--- src/rtl/rrf_pkg.sv ---
// shared types, codes and defaults of the resizable ring fifo
`default_nettype none

package rrf_pkg;

  // default build sizes
  localparam int DEF_MAX_DEPTH    = 64;
  localparam int DEF_HANDLE_WIDTH = 32;
  localparam int INIT_CAPACITY    = 8;

  // fixed port widths
  localparam int FUNC_W   = 2;
  localparam int DATA_W   = 32;
  localparam int STATUS_W = 3;
  localparam int COUNT_W  = 7;
  localparam int TOTAL_W  = 32;

  // command codes
  typedef enum logic [FUNC_W-1:0] {
    FN_PUSH   = 2'd0,
    FN_POP    = 2'd1,
    FN_GROW   = 2'd2,
    FN_SHRINK = 2'd3
  } func_e;

  // result status codes
  typedef enum logic [STATUS_W-1:0] {
    STAT_OK       = 3'd0,
    STAT_FULL     = 3'd1,
    STAT_EMPTY    = 3'd2,
    STAT_AT_MAX   = 3'd3,
    STAT_AT_MIN   = 3'd4,
    STAT_TOO_MANY = 3'd5
  } status_e;

  // commands from controller to datapath
  typedef struct packed {
    logic    push;       // store word at tail
    logic    pop;        // remove word at head
    logic    copy_init;  // load copy pointers from head
    logic    copy_rd;    // read one entry of the active bank for compaction
    logic    commit;     // finish a resize: swap banks, rebase pointers
    logic    grow;       // resize direction at commit
    logic    emit;       // load result registers and strobe done
    status_e status;     // status code of the result
  } cmd_t;

  // status from datapath to controller
  typedef struct packed {
    logic full;
    logic empty;
    logic at_max;
    logic at_min;
    logic too_many;
    logic copy_last;
  } sts_t;

endpackage

`default_nettype wire

--- src/rtl/resizable_ring_fifo_unit.sv ---
// top level of the resizable ring fifo of message handles
//
// Usage: raise start with func_i and push_data_i while busy is low; the
// command is taken at that clock edge. Commands: push, pop, grow capacity
// by one, shrink capacity by one. Each command gives exactly one result
// word, shown on the result ports for one cycle with done_o high.
// Push, pop and every refused command: the result follows in the cycle
// after the command is taken and busy stays low, so one command per cycle.
// Grow and shrink copy the held entries, head first, into the second bank
// of the store, one entry per cycle through its single read port: busy is
// high through the copy and after-commit states, and the result is
// registered at the commit that swaps the banks.
// Reset: queue empty, capacity 8 (or the build depth if smaller), totals
// zero; store contents are undefined and never returned.
// The receiver takes every result in its strobe cycle and cannot stall.
`default_nettype none

module resizable_ring_fifo_unit #(
  parameter int MAX_DEPTH    = rrf_pkg::DEF_MAX_DEPTH,
  parameter int HANDLE_WIDTH = rrf_pkg::DEF_HANDLE_WIDTH
) (
  input  wire logic                          clk_i,
  input  wire logic                          rst_ni,
  input  wire logic                          start,
  output      logic                          busy,
  input  wire logic [rrf_pkg::FUNC_W-1:0]    func_i,
  input  wire logic [rrf_pkg::DATA_W-1:0]    push_data_i,
  output      logic                          done_o,
  output      logic [rrf_pkg::DATA_W-1:0]    pop_data_o,
  output      logic [rrf_pkg::STATUS_W-1:0]  status_o,
  output      logic [rrf_pkg::COUNT_W-1:0]   item_count_o,
  output      logic [rrf_pkg::COUNT_W-1:0]   cur_capacity_o,
  output      logic [rrf_pkg::TOTAL_W-1:0]   added_total_o,
  output      logic [rrf_pkg::TOTAL_W-1:0]   removed_total_o
);

  rrf_pkg::cmd_t cmd;
  rrf_pkg::sts_t sts;

  // command sequencer
  rrf_ctrl u_ctrl (
    .clk_i  (clk_i),
    .rst_ni (rst_ni),
    .start  (start),
    .func_i (func_i),
    .sts_i  (sts),
    .cmd_o  (cmd),
    .busy   (busy)
  );

  // store and counters
  rrf_dpath #(
    .MAX_DEPTH    (MAX_DEPTH),
    .HANDLE_WIDTH (HANDLE_WIDTH)
  ) u_dpath (
    .clk_i           (clk_i),
    .rst_ni          (rst_ni),
    .cmd_i           (cmd),
    .push_data_i     (push_data_i),
    .sts_o           (sts),
    .done_o          (done_o),
    .pop_data_o      (pop_data_o),
    .status_o        (status_o),
    .item_count_o    (item_count_o),
    .cur_capacity_o  (cur_capacity_o),
    .added_total_o   (added_total_o),
    .removed_total_o (removed_total_o)
  );

endmodule

`default_nettype wire

--- src/rtl/rrf_ram.sv ---
// generic single write, single registered read port ram
`default_nettype none

module rrf_ram #(
  parameter int WIDTH = 32,
  parameter int DEPTH = 64
) (
  input  wire logic                     clk_i,
  input  wire logic                     we_i,
  input  wire logic [$clog2(DEPTH)-1:0] waddr_i,
  input  wire logic [WIDTH-1:0]         wdata_i,
  input  wire logic [$clog2(DEPTH)-1:0] raddr_i,
  output      logic [WIDTH-1:0]         rdata_o
);

  logic [WIDTH-1:0] mem [DEPTH];

  // write, and read returning the old contents on a collision
  always_ff @(posedge clk_i) begin
    if (we_i) begin
      mem[waddr_i] <= wdata_i;
    end
    rdata_o <= mem[raddr_i];
  end

endmodule

`default_nettype wire

--- src/rtl/rrf_ctrl.sv ---
// command sequencer of the resizable ring fifo
`default_nettype none

module rrf_ctrl (
  input  wire logic                          clk_i,
  input  wire logic                          rst_ni,
  input  wire logic                          start,
  input  wire logic [rrf_pkg::FUNC_W-1:0]    func_i,
  input  wire rrf_pkg::sts_t                 sts_i,
  output      rrf_pkg::cmd_t                 cmd_o,
  output      logic                          busy
);

  typedef enum logic [2:0] {
    S_IDLE = 3'b001,
    S_COPY = 3'b010,
    S_PREF = 3'b100
  } state_e;

  state_e state_q, state_d;
  logic   grow_q, grow_d;
  rrf_pkg::func_e func;

  assign func = rrf_pkg::func_e'(func_i);
  assign busy = (state_q != S_IDLE);

  // next state and commands
  always_comb begin
    state_d = state_q;
    grow_d  = grow_q;
    cmd_o   = '0;
    cmd_o.status = rrf_pkg::STAT_OK;
    cmd_o.grow   = grow_q;
    unique case (state_q)
      S_IDLE: begin
        if (start) begin
          unique case (func)
            rrf_pkg::FN_PUSH: begin
              cmd_o.emit = 1'b1;
              if (sts_i.full) begin
                cmd_o.status = rrf_pkg::STAT_FULL;
              end else begin
                cmd_o.push = 1'b1;
              end
            end
            rrf_pkg::FN_POP: begin
              cmd_o.emit = 1'b1;
              if (sts_i.empty) begin
                cmd_o.status = rrf_pkg::STAT_EMPTY;
              end else begin
                cmd_o.pop = 1'b1;
              end
            end
            rrf_pkg::FN_GROW: begin
              if (sts_i.at_max) begin
                cmd_o.emit   = 1'b1;
                cmd_o.status = rrf_pkg::STAT_AT_MAX;
              end else begin
                cmd_o.copy_init = 1'b1;
                grow_d  = 1'b1;
                state_d = S_COPY;
              end
            end
            rrf_pkg::FN_SHRINK: begin
              if (sts_i.at_min) begin
                cmd_o.emit   = 1'b1;
                cmd_o.status = rrf_pkg::STAT_AT_MIN;
              end else if (sts_i.too_many) begin
                cmd_o.emit   = 1'b1;
                cmd_o.status = rrf_pkg::STAT_TOO_MANY;
              end else begin
                cmd_o.copy_init = 1'b1;
                grow_d  = 1'b0;
                state_d = S_COPY;
              end
            end
            default: ;
          endcase
        end
      end
      S_COPY: begin
        if (sts_i.copy_last) begin
          cmd_o.commit = 1'b1;
          cmd_o.emit   = 1'b1;
          state_d      = S_PREF;
        end else begin
          cmd_o.copy_rd = 1'b1;
        end
      end
      S_PREF: begin
        state_d = S_IDLE;
      end
      default: begin
        state_d = S_IDLE;
      end
    endcase
  end

  // state registers
  always_ff @(posedge clk_i or negedge rst_ni) begin
    if (!rst_ni) begin
      state_q <= S_IDLE;
      grow_q  <= 1'b0;
    end else begin
      state_q <= state_d;
      grow_q  <= grow_d;
    end
  end

endmodule

`default_nettype wire

--- src/rtl/rrf_dpath.sv ---
// pointers, counters, two-bank store and result registers of the ring fifo
`default_nettype none

module rrf_dpath #(
  parameter int MAX_DEPTH    = rrf_pkg::DEF_MAX_DEPTH,
  parameter int HANDLE_WIDTH = rrf_pkg::DEF_HANDLE_WIDTH
) (
  input  wire logic                           clk_i,
  input  wire logic                           rst_ni,
  input  wire rrf_pkg::cmd_t                  cmd_i,
  input  wire logic [rrf_pkg::DATA_W-1:0]     push_data_i,
  output      rrf_pkg::sts_t                  sts_o,
  output      logic                           done_o,
  output      logic [rrf_pkg::DATA_W-1:0]     pop_data_o,
  output      logic [rrf_pkg::STATUS_W-1:0]   status_o,
  output      logic [rrf_pkg::COUNT_W-1:0]    item_count_o,
  output      logic [rrf_pkg::COUNT_W-1:0]    cur_capacity_o,
  output      logic [rrf_pkg::TOTAL_W-1:0]    added_total_o,
  output      logic [rrf_pkg::TOTAL_W-1:0]    removed_total_o
);

  localparam int AW = $clog2(MAX_DEPTH);
  localparam int CW = $clog2(MAX_DEPTH + 1);
  localparam int DW = (HANDLE_WIDTH < rrf_pkg::DATA_W) ? HANDLE_WIDTH : rrf_pkg::DATA_W;
  localparam int InitCap = (MAX_DEPTH < rrf_pkg::INIT_CAPACITY) ?
                           MAX_DEPTH : rrf_pkg::INIT_CAPACITY;

  // advance a ring index, wrapping at the given capacity
  function automatic logic [AW-1:0] wrap_next(input logic [AW-1:0] idx,
                                              input logic [CW-1:0] cap);
    logic [CW-1:0] nxt;
    nxt = CW'(idx) + CW'(1);
    return (nxt >= cap) ? '0 : AW'(nxt);
  endfunction

  logic          bank_q, bank_d;
  logic [AW-1:0] head_q, head_d, tail_q, tail_d;
  logic [CW-1:0] fill_q, fill_d, cap_q, cap_d;
  logic [rrf_pkg::TOTAL_W-1:0] push_tot_q, push_tot_d, pop_tot_q, pop_tot_d;
  logic [AW-1:0] ridx_q, ridx_d, wa_q, wa_d;
  logic [CW-1:0] rcnt_q, rcnt_d;
  logic          wv_q, wv_d;
  logic          fwd_v_q, fwd_v_d;
  logic [DW-1:0] fwd_data_q;
  logic          done_q;

  logic [DW-1:0] rdata0, rdata1, bank_rdata, head_word, wdata;
  logic [AW-1:0] raddr, waddr;
  logic          we0, we1;

  // status toward the controller
  assign sts_o.full      = (fill_q >= cap_q);
  assign sts_o.empty     = (fill_q == '0);
  assign sts_o.at_max    = (cap_q >= CW'(MAX_DEPTH));
  assign sts_o.at_min    = (cap_q <= CW'(1));
  assign sts_o.too_many  = (fill_q >= (cap_q - CW'(1)));
  assign sts_o.copy_last = (rcnt_q == fill_q);

  // store access: the active bank is read at the next head, or at the
  // copy index while compacting; compaction writes into the other bank
  assign bank_rdata = bank_q ? rdata1 : rdata0;
  assign head_word  = fwd_v_q ? fwd_data_q : bank_rdata;
  assign raddr      = cmd_i.copy_rd ? ridx_q : head_d;
  assign waddr      = cmd_i.push ? tail_q : wa_q;
  assign wdata      = cmd_i.push ? push_data_i[DW-1:0] : bank_rdata;
  assign we0        = (cmd_i.push && !bank_q) || (wv_q && bank_q);
  assign we1        = (cmd_i.push && bank_q) || (wv_q && !bank_q);
  assign fwd_v_d    = cmd_i.push && (tail_q == raddr);

  rrf_ram #(
    .WIDTH (DW),
    .DEPTH (MAX_DEPTH)
  ) u_bank0 (
    .clk_i   (clk_i),
    .we_i    (we0),
    .waddr_i (waddr),
    .wdata_i (wdata),
    .raddr_i (raddr),
    .rdata_o (rdata0)
  );

  rrf_ram #(
    .WIDTH (DW),
    .DEPTH (MAX_DEPTH)
  ) u_bank1 (
    .clk_i   (clk_i),
    .we_i    (we1),
    .waddr_i (waddr),
    .wdata_i (wdata),
    .raddr_i (raddr),
    .rdata_o (rdata1)
  );

  // pointer, count and total updates
  always_comb begin
    bank_d     = bank_q;
    head_d     = head_q;
    tail_d     = tail_q;
    fill_d     = fill_q;
    cap_d      = cap_q;
    push_tot_d = push_tot_q;
    pop_tot_d  = pop_tot_q;
    ridx_d     = ridx_q;
    rcnt_d     = rcnt_q;
    wv_d       = cmd_i.copy_rd;
    wa_d       = AW'(rcnt_q);
    if (cmd_i.push) begin
      tail_d     = wrap_next(tail_q, cap_q);
      fill_d     = fill_q + CW'(1);
      push_tot_d = push_tot_q + rrf_pkg::TOTAL_W'(1);
    end
    if (cmd_i.pop) begin
      head_d    = wrap_next(head_q, cap_q);
      fill_d    = fill_q - CW'(1);
      pop_tot_d = pop_tot_q + rrf_pkg::TOTAL_W'(1);
    end
    if (cmd_i.copy_init) begin
      ridx_d = head_q;
      rcnt_d = '0;
    end
    if (cmd_i.copy_rd) begin
      ridx_d = wrap_next(ridx_q, cap_q);
      rcnt_d = rcnt_q + CW'(1);
    end
    if (cmd_i.commit) begin
      bank_d = ~bank_q;
      head_d = '0;
      tail_d = AW'(fill_q);
      cap_d  = cmd_i.grow ? (cap_q + CW'(1)) : (cap_q - CW'(1));
    end
  end

  // control registers
  always_ff @(posedge clk_i or negedge rst_ni) begin
    if (!rst_ni) begin
      bank_q     <= 1'b0;
      head_q     <= '0;
      tail_q     <= '0;
      fill_q     <= '0;
      cap_q      <= CW'(InitCap);
      push_tot_q <= '0;
      pop_tot_q  <= '0;
      ridx_q     <= '0;
      rcnt_q     <= '0;
      wv_q       <= 1'b0;
      wa_q       <= '0;
      fwd_v_q    <= 1'b0;
      done_q     <= 1'b0;
    end else begin
      bank_q     <= bank_d;
      head_q     <= head_d;
      tail_q     <= tail_d;
      fill_q     <= fill_d;
      cap_q      <= cap_d;
      push_tot_q <= push_tot_d;
      pop_tot_q  <= pop_tot_d;
      ridx_q     <= ridx_d;
      rcnt_q     <= rcnt_d;
      wv_q       <= wv_d;
      wa_q       <= wa_d;
      fwd_v_q    <= fwd_v_d;
      done_q     <= cmd_i.emit;
    end
  end

  // forwarded word and result registers
  always_ff @(posedge clk_i) begin
    fwd_data_q <= wdata;
    if (cmd_i.emit) begin
      pop_data_o      <= cmd_i.pop ? rrf_pkg::DATA_W'(head_word) : '0;
      status_o        <= cmd_i.status;
      item_count_o    <= rrf_pkg::COUNT_W'(fill_d);
      cur_capacity_o  <= rrf_pkg::COUNT_W'(cap_d);
      added_total_o   <= push_tot_d;
      removed_total_o <= pop_tot_d;
    end
  end

  assign done_o = done_q;

  // count never exceeds capacity
  a_fill_le_cap: assert property (@(posedge clk_i) disable iff (!rst_ni)
    fill_q <= cap_q)
    else $error("item count above capacity");

  // capacity stays within build limits
  a_cap_range: assert property (@(posedge clk_i) disable iff (!rst_ni)
    (cap_q >= CW'(1)) && (cap_q <= CW'(MAX_DEPTH)))
    else $error("capacity out of range");

  // a resize rebases the ring at slot zero
  a_commit_rebase: assert property (@(posedge clk_i) disable iff (!rst_ni)
    cmd_i.commit |=> (head_q == '0) && (tail_q == AW'(fill_q)) && (bank_q != $past(bank_q)))
    else $error("compaction left ring misaligned");

  // pushes never coincide with compaction writes, nor are both banks written at once
  a_no_write_clash: assert property (@(posedge clk_i) disable iff (!rst_ni)
    !(cmd_i.push && wv_q) && !(we0 && we1))
    else $error("store write clash");

endmodule

`default_nettype wire

--- config.mk ---
export PLATFORM = sky130hd
export DESIGN_NAME = resizable_ring_fifo_unit
export DESIGN_NICKNAME = d
export VERILOG_FILES = /design/src/rtl/rrf_pkg.sv /design/src/rtl/resizable_ring_fifo_unit.sv /design/src/rtl/rrf_ram.sv /design/src/rtl/rrf_ctrl.sv /design/src/rtl/rrf_dpath.sv
export SDC_FILE = /design/constraint.sdc
export NUM_CORES = 2
export LEC_CHECK = 0
export BUFFER_PORTS_ARGS = -buffer_cell sky130_fd_sc_hd__buf_2
export CAP_MARGIN = 20
export CORE_UTILIZATION = 35
export CTS_CLUSTER_SIZE = 10
export DETAILED_ROUTE_END_ITERATION = 10
export GPL_TIMING_DRIVEN = 0
export PLACE_DENSITY = 0.56
export RECOVER_POWER = 25
export SYNTH_ARGS = -nofsm -noshare
export SYNTH_HDL_FRONTEND = slang
export SYNTH_HIERARCHICAL = 1
export SYNTH_SLANG_ARGS = --single-unit
--- constraint.sdc ---
create_clock -name clk_i -period 11.3 [get_ports clk_i]
set_input_delay 2.26 -clock clk_i [delete_from_list [all_inputs] [get_ports clk_i]]
set_output_delay 2.26 -clock clk_i [all_outputs]
set_load 0.005 [all_outputs]
==> impl_summary.md <==
Outcome
The checks that failed: capacitance limit, slew limit. The run finished, with violations left.

Timing
Setup repair after global routing left no endpoint under its margin. At the pin with the least slew margin, the transition time is ~5.3 ns. The maximum clock frequency is 105.4 MHz.

The worst hold slack across all endpoints is about 0.48 ns. Clock skew on the completed layout was measured at approximately 0.04 ns. The worst relative slew slack is -253.0%. The count of pins over their slew limit is 2539. The count of endpoints failing hold in the final timing report is 0. The final critical-path share of the clock period is between 80 and 90%. Setup violations remaining at the end of the flow were counted as 0. The final critical path time including I/O delays and setup is 9.484 ns.

GRT
The busiest layer in global routing is met2. The maximum number of pins on one net before global-route repair is 130. The global routing met3 resource utilization is under 10%. In the global route stage, met2 resource usage came out at about a third. The final global-route overflow total is 0. In the global route stage, met1 resource usage came out at about 31%. The number of antenna violations at the first check in global routing is 70. The number of global-route vias before repair is 88.14k.

The first-pass GRT wire length is 739.8 mm. For this run, the total global-route usage over all layers was measured as around 22%.

Route
The total routed wirelength is approximately 550 mm. The count of antenna-violating nets left after detailed routing is 0. The total vias in the final route is between 80k and 90k. After detailed routing, the number of vias per cell comes to 5.857. In the routed design, unresolved DRC markers number 0. The iteration-0 DRC count of the detailed router is roughly 15k. For this run, the detailed router's first-pass iteration total came to 6. The mean routed wirelength per cell is about 36 um.

Placement
After legalization and detailed placement, the total HPWL measured ~370 mm. The number of I/O port buffers is about 150. Including well taps, the total number of placed cells is ~15k. The congestion estimate from routability-driven global placement came to between 0.8 and 0.9.

Floorplanning
The initial utilization of the core area, before any placement, comes to between 30% and 40%. The floorplan die area is a little under 500000 um^2. The count of boundary I/O pins is between 150 and 200. The core region is about 480000 um^2. The floorplan die height is about 700 um.

The die width is around 700 um. The number of placement rows is between 200 and 300.

Cells and area
The post-route core utilization is between 40% and 50%. The layout overhead on the synthesized area is 17.45%. The net count of the finished layout is a little under 9k. Leaving out filler cells and counting taps, the final layout contains roughly 15k. In the final layout, the share of cells above drive strength 1 is between 20 and 30%.

Setup path
Data on the critical path arrives at its endpoint at 9.72 ns. At the worst endpoint, the required time is 11.54 ns. The top fanout value on the critical path is 66. The critical path is of the reg -> reg type.

The kind of start point of the critical path is a flop. The kind of end point of the critical path is a flop.

CTS
The clock-pin slew on the worst setup and hold paths is 0.06 ns. Buffers inserted during clock tree synthesis total 518. The TritonCTS clock tree is built. After clock tree synthesis, the repair step resized 0 gates. The total setup buffers inserted after CTS is 0.

The tree is rooted in a sky130_fd_sc_hd__clkbuf_16. The clock latency at the later pin of the worst-skew pair is between 1 and 1.5 ns. The number of buffers inserted for hold repair after clock tree synthesis is 0. The number of sinks handled by clock tree synthesis is ~4.4k. The number of levels the H-tree was split into is 6. The largest buffer count on any clock path is 4.

Logic synthesis
After synthesis, flip-flops and latches occupy between 70% and 80% of the total area. A synthesized cell averages ~22 um^2. The proportion of register bits with asynchronous set or reset after synthesis is 2.646%. The post-synthesis register bit count is between 4k and 5k. The commonest register cell after synthesis is sky130_fd_sc_hd__edfxtp_1.

The synthesized netlist cell count is about 7.7k. The cell area that synthesis handed to floorplanning was around 170000 um^2. The synthesized net count is slightly below 8k. The Yosys step of the flow raised 6 warnings.

The number of enable flip-flop cells after synthesis is about 4.2k. The distinct cell type count after synthesis is a little under 80.

Power and ir drop
The maximum ir drop on the vdd rail is ~0.31 mV. Summed over all cells, the static leakage comes to between 0.06 and 0.07 uW. For this design the ratio of total power to cell area is roughly 240 nW/um^2.

Run
The tool flagged a number of max-cap violations equal to 41.

Hold path
The tightest min-delay check is of the reg -> reg type.
-- synth_stat cells (all sizes together) (48+ instances only) --
master,n,area share [%]
nor2b,73,0.27
mux2,76,0.51
ha,48,0.35
nand2,117,0.26
mux2i,192,1.1
dfxtp,96,1.1
edfxtp,4209,75
dfrtp,115,1.7
nor2,347,0.77
o221ai,55,0.28
nand3,53,0.16
buf,239,0.78
o22ai,175,0.65
clkbuf,180,0.40
mux4,1088,14
a21oi,147,0.44
nor3,61,0.19
xnor2,74,0.38
-- routing by layer --
metal	up-vias	wire, um
met4	42	21120
met3	977	65870
met2	5687	245600
met5	-	414
met1	48729	216700
li1	34152	-
-- metrics by stage --
step | power [uW] | TNS (ns) | setup slack, ns | area, um^2
floorplan | 28390 | 0 | 2.832 | 169400
global placement | 33360 | -271.50 | -1.930 | 178200
detailed placement | 34010 | 0 | 1.882 | 185200
CTS | 48700 | 0 | 2.965 | 199600
global route | 49840 | 0 | 1.304 | 199000
finish | 48620 | 0 | 1.816 | 199000
-- worst max-delay path, cell delays in order, from the launching register on --
cell,delay (ns)
sky130_fd_sc_hd__dfrtp_1,0.64
sky130_fd_sc_hd__inv_1,0.20
sky130_fd_sc_hd__ha_1,0.33
sky130_fd_sc_hd__a21boi_0,0.08
sky130_fd_sc_hd__o21ai_0,0.16
sky130_fd_sc_hd__nand2b_1,0.08
sky130_fd_sc_hd__a21oi_1,0.14
sky130_fd_sc_hd__nor2b_1,0.06
sky130_fd_sc_hd__o21ai_0,0.15
sky130_fd_sc_hd__a21oi_1,0.12
sky130_fd_sc_hd__nor4_1,0.42
sky130_fd_sc_hd__clkbuf_1,0.29
sky130_fd_sc_hd__inv_1,0.18
sky130_fd_sc_hd__clkbuf_1,0.62
sky130_fd_sc_hd__mux2_1,2.16
sky130_fd_sc_hd__clkbuf_1,2.81
-- flip-flops by register name (all words and copies together), names as in the netlist, 6 cells and up --
| register | count |
|---|---|
| u_dpath/added_total_o | 32 |
| u_dpath/cap_q | 7 |
| u_dpath/cur_capacity_o | 7 |
| u_dpath/fill_q | 7 |
| u_dpath/fwd_data_q | 32 |
| u_dpath/head_q | 6 |
| u_dpath/item_count_o | 7 |
| u_dpath/pop_data_o | 32 |
| u_dpath/pop_tot_q | 32 |
| u_dpath/push_tot_q | 32 |
| u_dpath/rcnt_q | 7 |
| u_dpath/removed_total_o | 32 |
| u_dpath/ridx_q | 6 |
| u_dpath/tail_q | 6 |
| u_dpath/u_bank0/mem | 2048 |
| u_dpath/u_bank0/rdata_o | 32 |
| u_dpath/u_bank1/mem | 2048 |
| u_dpath/u_bank1/rdata_o | 32 |
| u_dpath/wa_q | 6 |
-- logic make-up after synthesis --
group	count (synthesis)	share of synthesized area [%]
buf+inv	445	1.238
flops	4422	77.46
simple gates	807	2.275
mux	1356	16.10
compound gates	519	2.017
fa+ha+maj	48	0.3544
xor+xnor	108	0.5582
-- cell type report --
cell class	count	area, um^2
fillers	41444	283100
flip-flops and latches	4422	131200
multi-input cells	2838	37130
clock buffers	659	13970
well taps	6425	8039
repair buffers	444	6076
plain buffers	419	1998
clock inverters	43	397.9
inverters	26	97.59
diodes	21	52.55
-- cells in the final DEF (no fill, tap or decap), drive strengths merged, types with 96 or more instances in the layout --
cell type | netlist | layout
a21oi | 147 | 147
edfxtp | 4209 | 4209
mux4 | 1088 | 1088
dfrtp | 115 | 115
buf | 239 | 571
dfxtp | 96 | 96
nand2 | 117 | 117
mux2i | 192 | 192
clkbuf | 180 | 951
o22ai | 175 | 175
nor2 | 347 | 347
-- power breakdown --
group          internal, uW  switching [uW]  total [uW]
clock network          8570            6260       14800
logic                  3460            8340       11800
registers             21800             159       22000
total                 33900           14800       48600
-- final timing paths --
path	slack [ns]	cells past startpoint	endpoint	startpoint
worst max-delay path	1.82	15	u_dpath/u_bank1/mem[40][11]	u_dpath/cap_q[0]
worst min-delay path	0.48	1	u_dpath/pop_tot_q[31]	u_dpath/pop_tot_q[31]
worst max register to register	1.82	15	u_dpath/u_bank1/mem[40][11]	u_dpath/cap_q[0]
worst min register to register	0.48	1	u_dpath/pop_tot_q[31]	u_dpath/pop_tot_q[31]
max in group asynchronous	4.39	2	u_dpath/ridx_q[2]	rst_ni
min in group asynchronous	2.06	1	u_dpath/pop_tot_q[20]	rst_ni
Note: power is estimated with default switching activity, not from simulation.
